### src/sv/vpa_pkg.sv
// Shared types and constants for the variable partition allocator.
// No dependencies.
`timescale 1ns / 1ps
package vpa_pkg;
	localparam int MEM_UNITS = 1024;
	localparam int MAX_SEG   = 16;
	localparam int IDX_W     = $clog2(MAX_SEG);
	localparam int CNT_W     = $clog2(MAX_SEG + 1);
	localparam int ADDR_W    = 10;
	localparam int LEN_W     = 11;
	localparam int TASK_W    = 16;

	localparam logic CFG_FIT_MODE = 1'b0;
	localparam logic CFG_MIN_FRAG = 1'b1;

	localparam logic [LEN_W-1:0] MIN_FRAG_RST = LEN_W'(5);

	typedef enum logic [2:0] {
		ST_OK         = 3'd0,
		ST_NO_FIT     = 3'd1,
		ST_NOT_FOUND  = 3'd2,
		ST_TABLE_FULL = 3'd3,
		ST_BAD_SIZE   = 3'd4
	} status_t;

	typedef enum logic {
		CMD_ALLOC = 1'b0,
		CMD_FREE  = 1'b1
	} command_t;

	typedef struct packed {
		logic              command;
		logic [TASK_W-1:0] task_id;
		logic [LEN_W-1:0]  req_size;
	} in_item_t;

	typedef struct packed {
		logic [2:0]        status;
		logic [ADDR_W-1:0] base_addr;
		logic [LEN_W-1:0]  granted_size;
	} out_item_t;

	typedef enum logic [2:0] {
		S_IDLE, S_SCAN, S_ALLOC, S_CLEAR, S_COMPACT, S_FLUSH, S_FIN
	} state_t;

	typedef struct packed {
		logic latch;
		logic scan;
		logic alloc;
		logic clear;
		logic compact;
		logic flush;
		logic load_out;
	} ctrl_cmd_t;

	typedef struct packed {
		logic scan_last;
		logic free_found;
		logic is_free;
		logic out_free;
	} dp_stat_t;
endpackage

### src/sv/vpa_ctrl.sv
// Sequencer for allocate and free transactions.
// Depends on vpa_pkg.
`timescale 1ns / 1ps
module vpa_ctrl import vpa_pkg::*; (
	input  logic      clk,
	input  logic      arst_n,
	input  logic      in_valid,
	output logic      in_stall,
	input  dp_stat_t  stat,
	output ctrl_cmd_t cmd
);
	state_t state_q, state_d;

	always_ff @(posedge clk or negedge arst_n) begin
		if (!arst_n) state_q <= S_IDLE;
		else state_q <= state_d;
	end

	always_comb begin
		state_d  = state_q;
		cmd      = '0;
		in_stall = 1'b1;
		unique case (state_q)
			S_IDLE: begin
				in_stall = 1'b0;
				if (in_valid) begin
					cmd.latch = 1'b1;
					state_d   = S_SCAN;
				end
			end
			S_SCAN: begin
				if (stat.is_free) begin
					state_d = S_CLEAR;
				end else begin
					cmd.scan = 1'b1;
					if (stat.scan_last) state_d = S_ALLOC;
				end
			end
			S_ALLOC: begin
				cmd.alloc = 1'b1;
				state_d   = S_FIN;
			end
			S_CLEAR: begin
				cmd.clear = 1'b1;
				state_d   = stat.free_found ? S_COMPACT : S_FIN;
			end
			S_COMPACT: begin
				cmd.compact = 1'b1;
				if (stat.scan_last) state_d = S_FLUSH;
			end
			S_FLUSH: begin
				cmd.flush = 1'b1;
				state_d   = S_FIN;
			end
			S_FIN: begin
				if (stat.out_free) begin
					cmd.load_out = 1'b1;
					state_d      = S_IDLE;
				end
			end
			default: state_d = S_IDLE;
		endcase
	end
endmodule

### src/sv/vpa_dp.sv
// Segment table, scan/compaction datapath, config and output registers.
// Depends on vpa_pkg.
`timescale 1ns / 1ps
module vpa_dp import vpa_pkg::*; (
	input  logic             clk,
	input  logic             arst_n,
	input  in_item_t         in_data,
	input  logic             cfg_we,
	input  logic             cfg_index,
	input  logic [LEN_W-1:0] cfg_data,
	input  logic             out_stall,
	output logic             out_valid,
	output out_item_t        out_data,
	input  ctrl_cmd_t        cmd,
	output dp_stat_t         stat
);
	logic [ADDR_W-1:0] start_q [MAX_SEG];
	logic [LEN_W-1:0]  len_q   [MAX_SEG];
	logic              busy_q  [MAX_SEG];
	logic [TASK_W-1:0] owner_q [MAX_SEG];
	logic [CNT_W-1:0]  count_q;

	logic              fit_q;
	logic [LEN_W-1:0]  minfrag_q;
	in_item_t          req_q;
	logic [IDX_W-1:0]  idx_q;
	logic [CNT_W-1:0]  j_q;
	logic              found_q;
	logic [IDX_W-1:0]  best_idx_q;
	logic [LEN_W-1:0]  best_len_q;
	logic [ADDR_W-1:0] best_start_q;
	// compaction accumulator: entry not yet written back
	logic [ADDR_W-1:0] acc_start_q;
	logic [LEN_W-1:0]  acc_len_q;
	logic              acc_busy_q;
	logic [TASK_W-1:0] acc_owner_q;
	out_item_t         res_q;
	out_item_t         out_q;
	logic              out_valid_q;

	logic              cand, take, split, full, merge;
	logic [MAX_SEG-1:0] match;
	logic [IDX_W-1:0]  wr_idx;

	always_comb begin
		for (int k = 0; k < MAX_SEG; k++)
			match[k] = (CNT_W'(k) < count_q) && busy_q[k] && owner_q[k] == req_q.task_id;
	end

	assign cand  = !busy_q[idx_q] && len_q[idx_q] >= req_q.req_size;
	assign take  = cand && (!found_q || (fit_q && len_q[idx_q] < best_len_q));
	assign split = (best_len_q - req_q.req_size) > minfrag_q;
	assign full  = count_q == CNT_W'(MAX_SEG);
	assign merge = (j_q != '0) && !acc_busy_q && !busy_q[idx_q];
	assign wr_idx = IDX_W'(j_q - CNT_W'(1));

	assign stat.scan_last  = {1'b0, idx_q} == count_q - CNT_W'(1);
	assign stat.free_found = |match;
	assign stat.is_free    = req_q.command == CMD_FREE;
	assign stat.out_free   = !out_valid_q || !out_stall;

	assign out_valid = out_valid_q;
	assign out_data  = out_q;

	always_ff @(posedge clk or negedge arst_n) begin
		if (!arst_n) begin
			fit_q       <= 1'b0;
			minfrag_q   <= MIN_FRAG_RST;
			out_valid_q <= 1'b0;
			count_q     <= CNT_W'(1);
			for (int k = 0; k < MAX_SEG; k++) begin
				start_q[k] <= '0;
				len_q[k]   <= (k == 0) ? LEN_W'(MEM_UNITS) : '0;
				busy_q[k]  <= 1'b0;
				owner_q[k] <= '0;
			end
		end else begin
			if (cfg_we) begin
				unique case (cfg_index)
					CFG_FIT_MODE: fit_q     <= cfg_data[0];
					CFG_MIN_FRAG: minfrag_q <= cfg_data;
					default: ;
				endcase
			end
			if (cmd.load_out) begin
				out_q       <= res_q;
				out_valid_q <= 1'b1;
			end else if (!out_stall) begin
				out_valid_q <= 1'b0;
			end

			if (cmd.latch) begin
				req_q   <= in_data;
				idx_q   <= '0;
				found_q <= 1'b0;
			end

			if (cmd.scan) begin
				if (take) begin
					found_q      <= 1'b1;
					best_idx_q   <= idx_q;
					best_len_q   <= len_q[idx_q];
					best_start_q <= start_q[idx_q];
				end
				idx_q <= idx_q + IDX_W'(1);
			end

			if (cmd.alloc) begin
				if (req_q.req_size == '0) begin
					res_q <= '{ST_BAD_SIZE, '0, '0};
				end else if (!found_q) begin
					res_q <= '{ST_NO_FIT, '0, '0};
				end else if (split && full) begin
					res_q <= '{ST_TABLE_FULL, '0, '0};
				end else begin
					res_q <= '{ST_OK, best_start_q, split ? req_q.req_size : best_len_q};
					for (int k = 0; k < MAX_SEG; k++) begin
						if (IDX_W'(k) == best_idx_q) begin
							busy_q[k]  <= 1'b1;
							owner_q[k] <= req_q.task_id;
							if (split) len_q[k] <= req_q.req_size;
						end else if (split && k > 0) begin
							if (IDX_W'(k - 1) == best_idx_q) begin
								start_q[k] <= ADDR_W'(best_start_q + req_q.req_size);
								len_q[k]   <= best_len_q - req_q.req_size;
								busy_q[k]  <= 1'b0;
								owner_q[k] <= '0;
							end else if (IDX_W'(k) > best_idx_q && CNT_W'(k) <= count_q) begin
								start_q[k] <= start_q[k-1];
								len_q[k]   <= len_q[k-1];
								busy_q[k]  <= busy_q[k-1];
								owner_q[k] <= owner_q[k-1];
							end
						end
					end
					if (split) count_q <= count_q + CNT_W'(1);
				end
			end

			if (cmd.clear) begin
				for (int k = 0; k < MAX_SEG; k++) begin
					if (match[k]) begin
						busy_q[k]  <= 1'b0;
						owner_q[k] <= '0;
					end
				end
				idx_q <= '0;
				j_q   <= '0;
				if (!(|match)) res_q <= '{ST_NOT_FOUND, '0, '0};
			end

			if (cmd.compact) begin
				if (merge) begin
					acc_len_q <= acc_len_q + len_q[idx_q];
				end else begin
					if (j_q != '0) begin
						start_q[wr_idx] <= acc_start_q;
						len_q[wr_idx]   <= acc_len_q;
						busy_q[wr_idx]  <= acc_busy_q;
						owner_q[wr_idx] <= acc_owner_q;
					end
					acc_start_q <= start_q[idx_q];
					acc_len_q   <= len_q[idx_q];
					acc_busy_q  <= busy_q[idx_q];
					acc_owner_q <= owner_q[idx_q];
					j_q         <= j_q + CNT_W'(1);
				end
				idx_q <= idx_q + IDX_W'(1);
			end

			if (cmd.flush) begin
				start_q[wr_idx] <= acc_start_q;
				len_q[wr_idx]   <= acc_len_q;
				busy_q[wr_idx]  <= acc_busy_q;
				owner_q[wr_idx] <= acc_owner_q;
				count_q         <= j_q;
				res_q           <= '{ST_OK, '0, '0};
			end
		end
	end
endmodule

### src/sv/variable_partition_allocator.sv
// Variable partition allocator: one transaction at a time, N = segments in use (1..16).
// Allocate: result valid after accept, N-entry scan, table update and output load.
// Free: decode, owner clear, N-entry compaction, flush, load; unknown task skips compaction.
// Next transaction is accepted once the result is loaded; an output stall holds the load.
// Reset (arst_n low, async): one free segment of 1024 units, first fit, min fragment 5.
// Depends on vpa_pkg, vpa_ctrl, vpa_dp.
`timescale 1ns / 1ps
module variable_partition_allocator import vpa_pkg::*; (
	input  logic             clk,
	input  logic             arst_n,
	input  logic             in_valid,
	output logic             in_stall,
	input  in_item_t         in_data,
	output logic             out_valid,
	input  logic             out_stall,
	output out_item_t        out_data,
	input  logic             cfg_we,
	input  logic             cfg_index,
	input  logic [LEN_W-1:0] cfg_data
);
	ctrl_cmd_t cmd;
	dp_stat_t  stat;

	// controller: walks scan / update / compaction steps per transaction
	vpa_ctrl u_ctrl (
		.clk      (clk),
		.arst_n   (arst_n),
		.in_valid (in_valid),
		.in_stall (in_stall),
		.stat     (stat),
		.cmd      (cmd)
	);

	// datapath: segment table, config, pending result and output register
	vpa_dp u_dp (
		.clk       (clk),
		.arst_n    (arst_n),
		.in_data   (in_data),
		.cfg_we    (cfg_we),
		.cfg_index (cfg_index),
		.cfg_data  (cfg_data),
		.out_stall (out_stall),
		.out_valid (out_valid),
		.out_data  (out_data),
		.cmd       (cmd),
		.stat      (stat)
	);
endmodule

### config.mk
export PLATFORM = sky130hd
export DESIGN_NAME = variable_partition_allocator
export DESIGN_NICKNAME = d
export VERILOG_FILES = /design/src/sv/vpa_pkg.sv /design/src/sv/vpa_ctrl.sv /design/src/sv/vpa_dp.sv /design/src/sv/variable_partition_allocator.sv
export SDC_FILE = /design/constraint.sdc
export NUM_CORES = 2
export LEC_CHECK = 0
export BUFFER_PORTS_ARGS = -buffer_cell sky130_fd_sc_hd__buf_4
export CAP_MARGIN = 20
export CORE_ASPECT_RATIO = 0.75
export CORE_UTILIZATION = 55
export CTS_CLUSTER_DIAMETER = 150
export CTS_CLUSTER_SIZE = 25
export DETAILED_ROUTE_END_ITERATION = 16
export PLACE_DENSITY = 0.69
export REMOVE_ABC_BUFFERS = 1
export SLEW_MARGIN = 25
export SYNTH_ARGS = -nofsm -noshare
export SYNTH_HDL_FRONTEND = slang
export SYNTH_SLANG_ARGS = --single-unit
export TNS_END_PERCENT = 100
### constraint.sdc
create_clock -name clk -period 12.01 [get_ports clk]
set_clock_uncertainty 0.15 [all_clocks]
set_input_delay 0.6005 -clock clk [delete_from_list [all_inputs] [get_ports clk]]
set_output_delay 0.6005 -clock clk [all_outputs]
set_load 0.01 [all_outputs]
==> impl_metrics.json <==
{
  "status": "finished, violations left",
  "violations": "negative hold slack",
  "grt_pass1_wl_um": 349500,
  "worstPathRequired_ps": 12420,
  "tightest_slew_ps": 1314,
  "post-cts-setup-buffers": 0,
  "synth_top_cell_by_area": "dfrtp_1",
  "fin_util_pct": 58.86,
  "min_path_cells": 2,
  "ant_nets": 0,
  "grt_start_max_net_pins": 142,
  "syn-cell-area_um2": 53800,
  "path_cells": "buf_4, inv_1, fa_1, a21oi_1, o2111ai_1, a31o_2, a21oi_1, xnor2_2, buf_4, ha_1, nand4_1, a211oi_1, a2111oi_2, buf_4, nor2_4, buf_4, a21oi_1, nor2_1, o22ai_1, o21ai_0",
  "place_congestion": 1.028,
  "ctsHtreeMaxLevel": 2,
  "grt.overflow.total": 0,
  "crit_path_end_kind": "flip-flop",
  "num_vias": 55400,
  "cp_top_family": "compound AO/OA/AOI/OAI gates",
  "sequentialPowerShare_pct": 38.5,
  "reg2regPathDepth": 20,
  "hold_viol": 1,
  "max_slew_margin_pct": 12.41,
  "max_clock_freq_mhz": 133.7,
  "fin_crit_sh_pct": 62.30,
  "period_minus_slack_ps": 7482,
  "leakage_nw": 22.01,
  "yosys_warnings": 0,
  "die_h_um": 272.9,
  "crit_fanout": 80,
  "antenna_found_initial": 4,
  "p_int_w": 0.007194,
  "switching_share_pct": 49.50,
  "area_growth_pct": 5.168,
  "numCtsBuffers": 37,
  "cts_root_buf": "clkbuf_16",
  "portBuffers": 70,
  "synthArstFlopShare_pct": 80.85,
  "power.switching_w": 0.007051,
  "slew_viol_final": 0,
  "p_comb_share_pct": 50.3,
  "nets": 6238,
  "design.core.area_um2": 96130,
  "netlist_top_cells_count": "891 x nand2_1, 803 x o21ai_0, 625 x dfrtp_1",
  "rsz0062_at_grt": "no",
  "crit_type": "flip-flop to flip-flop",
  "cts_tree": "yes",
  "hpwl_um": 161300,
  "initial_utilization_pct": 55.97,
  "drt_first_pass_iters": 11,
  "synth_cell_types": 93,
  "critPathMostFrequentCell": "buf_4",
  "synth_area_leaders": "dfrtp_1 29%, edfxtp_1 8.3%, o21ai_0 7.5%",
  "final_layout_size_suffix_gt1_share_pct": 8.956,
  "cts.clk_slew.worst_paths_ps": 120,
  "critPathLaunchType": "flip-flop",
  "holdWs_ps": -2.281,
  "die_x_um": 363.2,
  "grt_pass1_vias": 49530,
  "io_pins": 71,
  "drt_iter0_drc": 10790,
  "clock_sinks": 778,
  "synth.most_common_cell": "nand2_1",
  "maxCapViolations": 0,
  "worstSkewPairLatency_ps": 680,
  "place_inst": 7340,
  "pwr-share-clk_pct": 11.2,
  "synth-edff-count": 149,
  "cp_num_cells": 20,
  "critPathMaxStageDelay_ps": 890,
  "core.rowCount": 98,
  "cp.arrival_ps": 7890,
  "post_drt_wl_per_cell_um": 32.31,
  "synthCells": 6490,
  "syn_avg_cell_area_um2": 8.290,
  "yosysTopAreaCellShare_pct": 29.07,
  "via_per_inst": 7.440,
  "routed_wl_um": 240600,
  "grtUsageTotal_pct": 47.42,
  "dieArea_um2": 99090,
  "p_per_area_nw_per_um2": 251.8,
  "synth_seq_cells": 778,
  "drc_errors": 0,
  "path_buf_inv": 5,
  "setup_viol": 0,
  "cts_buffer_depth": 3,
  "ys.flop_type": "dfrtp_1",
  "ys_seq_area_share_pct": 37.58,
  "hold_path.class": "input pin to flip-flop",
  "cpMaxStageDelayCell": "buf_4",
  "ir_drop_uv": 121.2,
  "stdcell_count": 7446
}
-- through the flow --
step,setup WS (ps),hold slack [ps],setup TNS (ps),total power (W),cell area [um2]
3_3_place_gp,5081,284.1,0,0.01186,54800
6_report,4528,-2.281,0,0.01424,56580
3_5_place_dp,4994,290.4,0,0.01203,54960
5_1_grt,4351,8.954,0,0.01470,56570
2_1_floorplan,-3409,154.9,-518200,0.009372,51000
4_1_cts,4918,3.229,0,0.01359,56320
-- sequential cells by signal, indices dropped and copies added (netlist names), 5 cells and up --
signal and cells:
u_dp.owner_q 256, u_dp.acc_owner_q 16, u_dp.req_q 27, u_dp.start_q 160, u_dp.best_start_q 10, u_dp.len_q 176, u_dp.acc_len_q 11, u_dp.count_q 5
u_dp.acc_start_q 10, u_dp.minfrag_q 11, u_dp.res_q 24, u_dp.busy_q 16, u_dp.out_data 24, u_dp.j_q 5, u_dp.best_len_q 11
-- worst paths after layout --
check / slack (ps) / endpoint / startpoint
min reg2reg: 310 / u_dp.out_data[8] / u_dp.res_q[8]
min in group asynchronous: 250 / u_dp.len_q[108] / arst_n
max: 4530 / u_dp.owner_q[34] / u_dp.req_q[1]
max reg2reg: 4530 / u_dp.owner_q[34] / u_dp.req_q[1]
min: -2 / u_dp.minfrag_q[6] / cfg_data[6]
max in group asynchronous: 8610 / u_dp.owner_q[51] / arst_n
-- power by group through the flow --
stage	combinational, W	clock (W)	sequential, W
finish	0.00717	0.00160	0.00548
floorplan	0.00445	0	0.00492
detailed placement	0.00665	0	0.00538
CTS	0.00668	0.00157	0.00534
global route	0.00757	0.00165	0.00548
global placement	0.00647	0	0.00539
-- kinds of logic (layout without fill, tap and decap cells) --
logic type      count (synthesis)  count (layout)  share of synthesized area, %
buf+inv                       773             424                         5.719
mux                           323             323                         7.921
xor+xnor                      292             292                         4.753
simple gates                 1831            1831                         14.49
other cells                     0               5                             0
flops                         778             778                         37.58
compound gates               2418            2418                         27.75
fa+ha+maj                      75              75                         1.786
-- layout make-up --
cell class / instances / area [um2]
diodes: 5 / 12.51
clock buffers: 60 / 1033
clock inverters: 2 / 46.29
fillers: 8617 / 39550
inverters: 73 / 274.0
multi-input cells: 4939 / 30930
flip-flops and latches: 778 / 20220
well taps: 1300 / 1627
repair buffers: 289 / 2439
-- layer usage --
layer	vias up	GRT usage, %	routed length (um)
li1	23040	-	-
met1	26570	66.97	92440
met2	5123	60.17	90630
met3	658	26.05	48360
met4	6	15.81	9071
met5	-	0	65
-- cell usage in the layout (no fill, tap or decap), drive strengths merged, types with 107 or more instances in the layout --
| cell | instances |
|---|---|
| nor3 | 122 |
| nand2 | 891 |
| mux2i | 203 |
| edfxtp | 149 |
| xnor2 | 185 |
| o22ai | 239 |
| nand3 | 109 |
| nor2 | 497 |
| dfrtp | 625 |
| a21oi | 509 |
| o21ai | 874 |
| buf | 260 |
| xor2 | 107 |
| a22oi | 133 |
-- worst register-to-register path: stages (launching register included) --
cell and delay (ps):
edfxtp_1 370, buf_4 300, inv_1 360, fa_1 560
a21oi_1 290, o2111ai_1 230, a31o_2 280, a21oi_1 220
xnor2_2 80, buf_4 220, ha_1 350, nand4_1 150
a211oi_1 370, a2111oi_2 100, buf_4 210, nor2_4 760
buf_4 910, a21oi_1 220, nor2_1 880, o22ai_1 180
o21ai_0 200
-- what timing repair did --
item,CTS,global route
setup endpoints to repair,0,0
resized for setup,0,0
hold buffers,28,0
hold endpoints to repair,66,0
(Power assumes the default switching activity.)
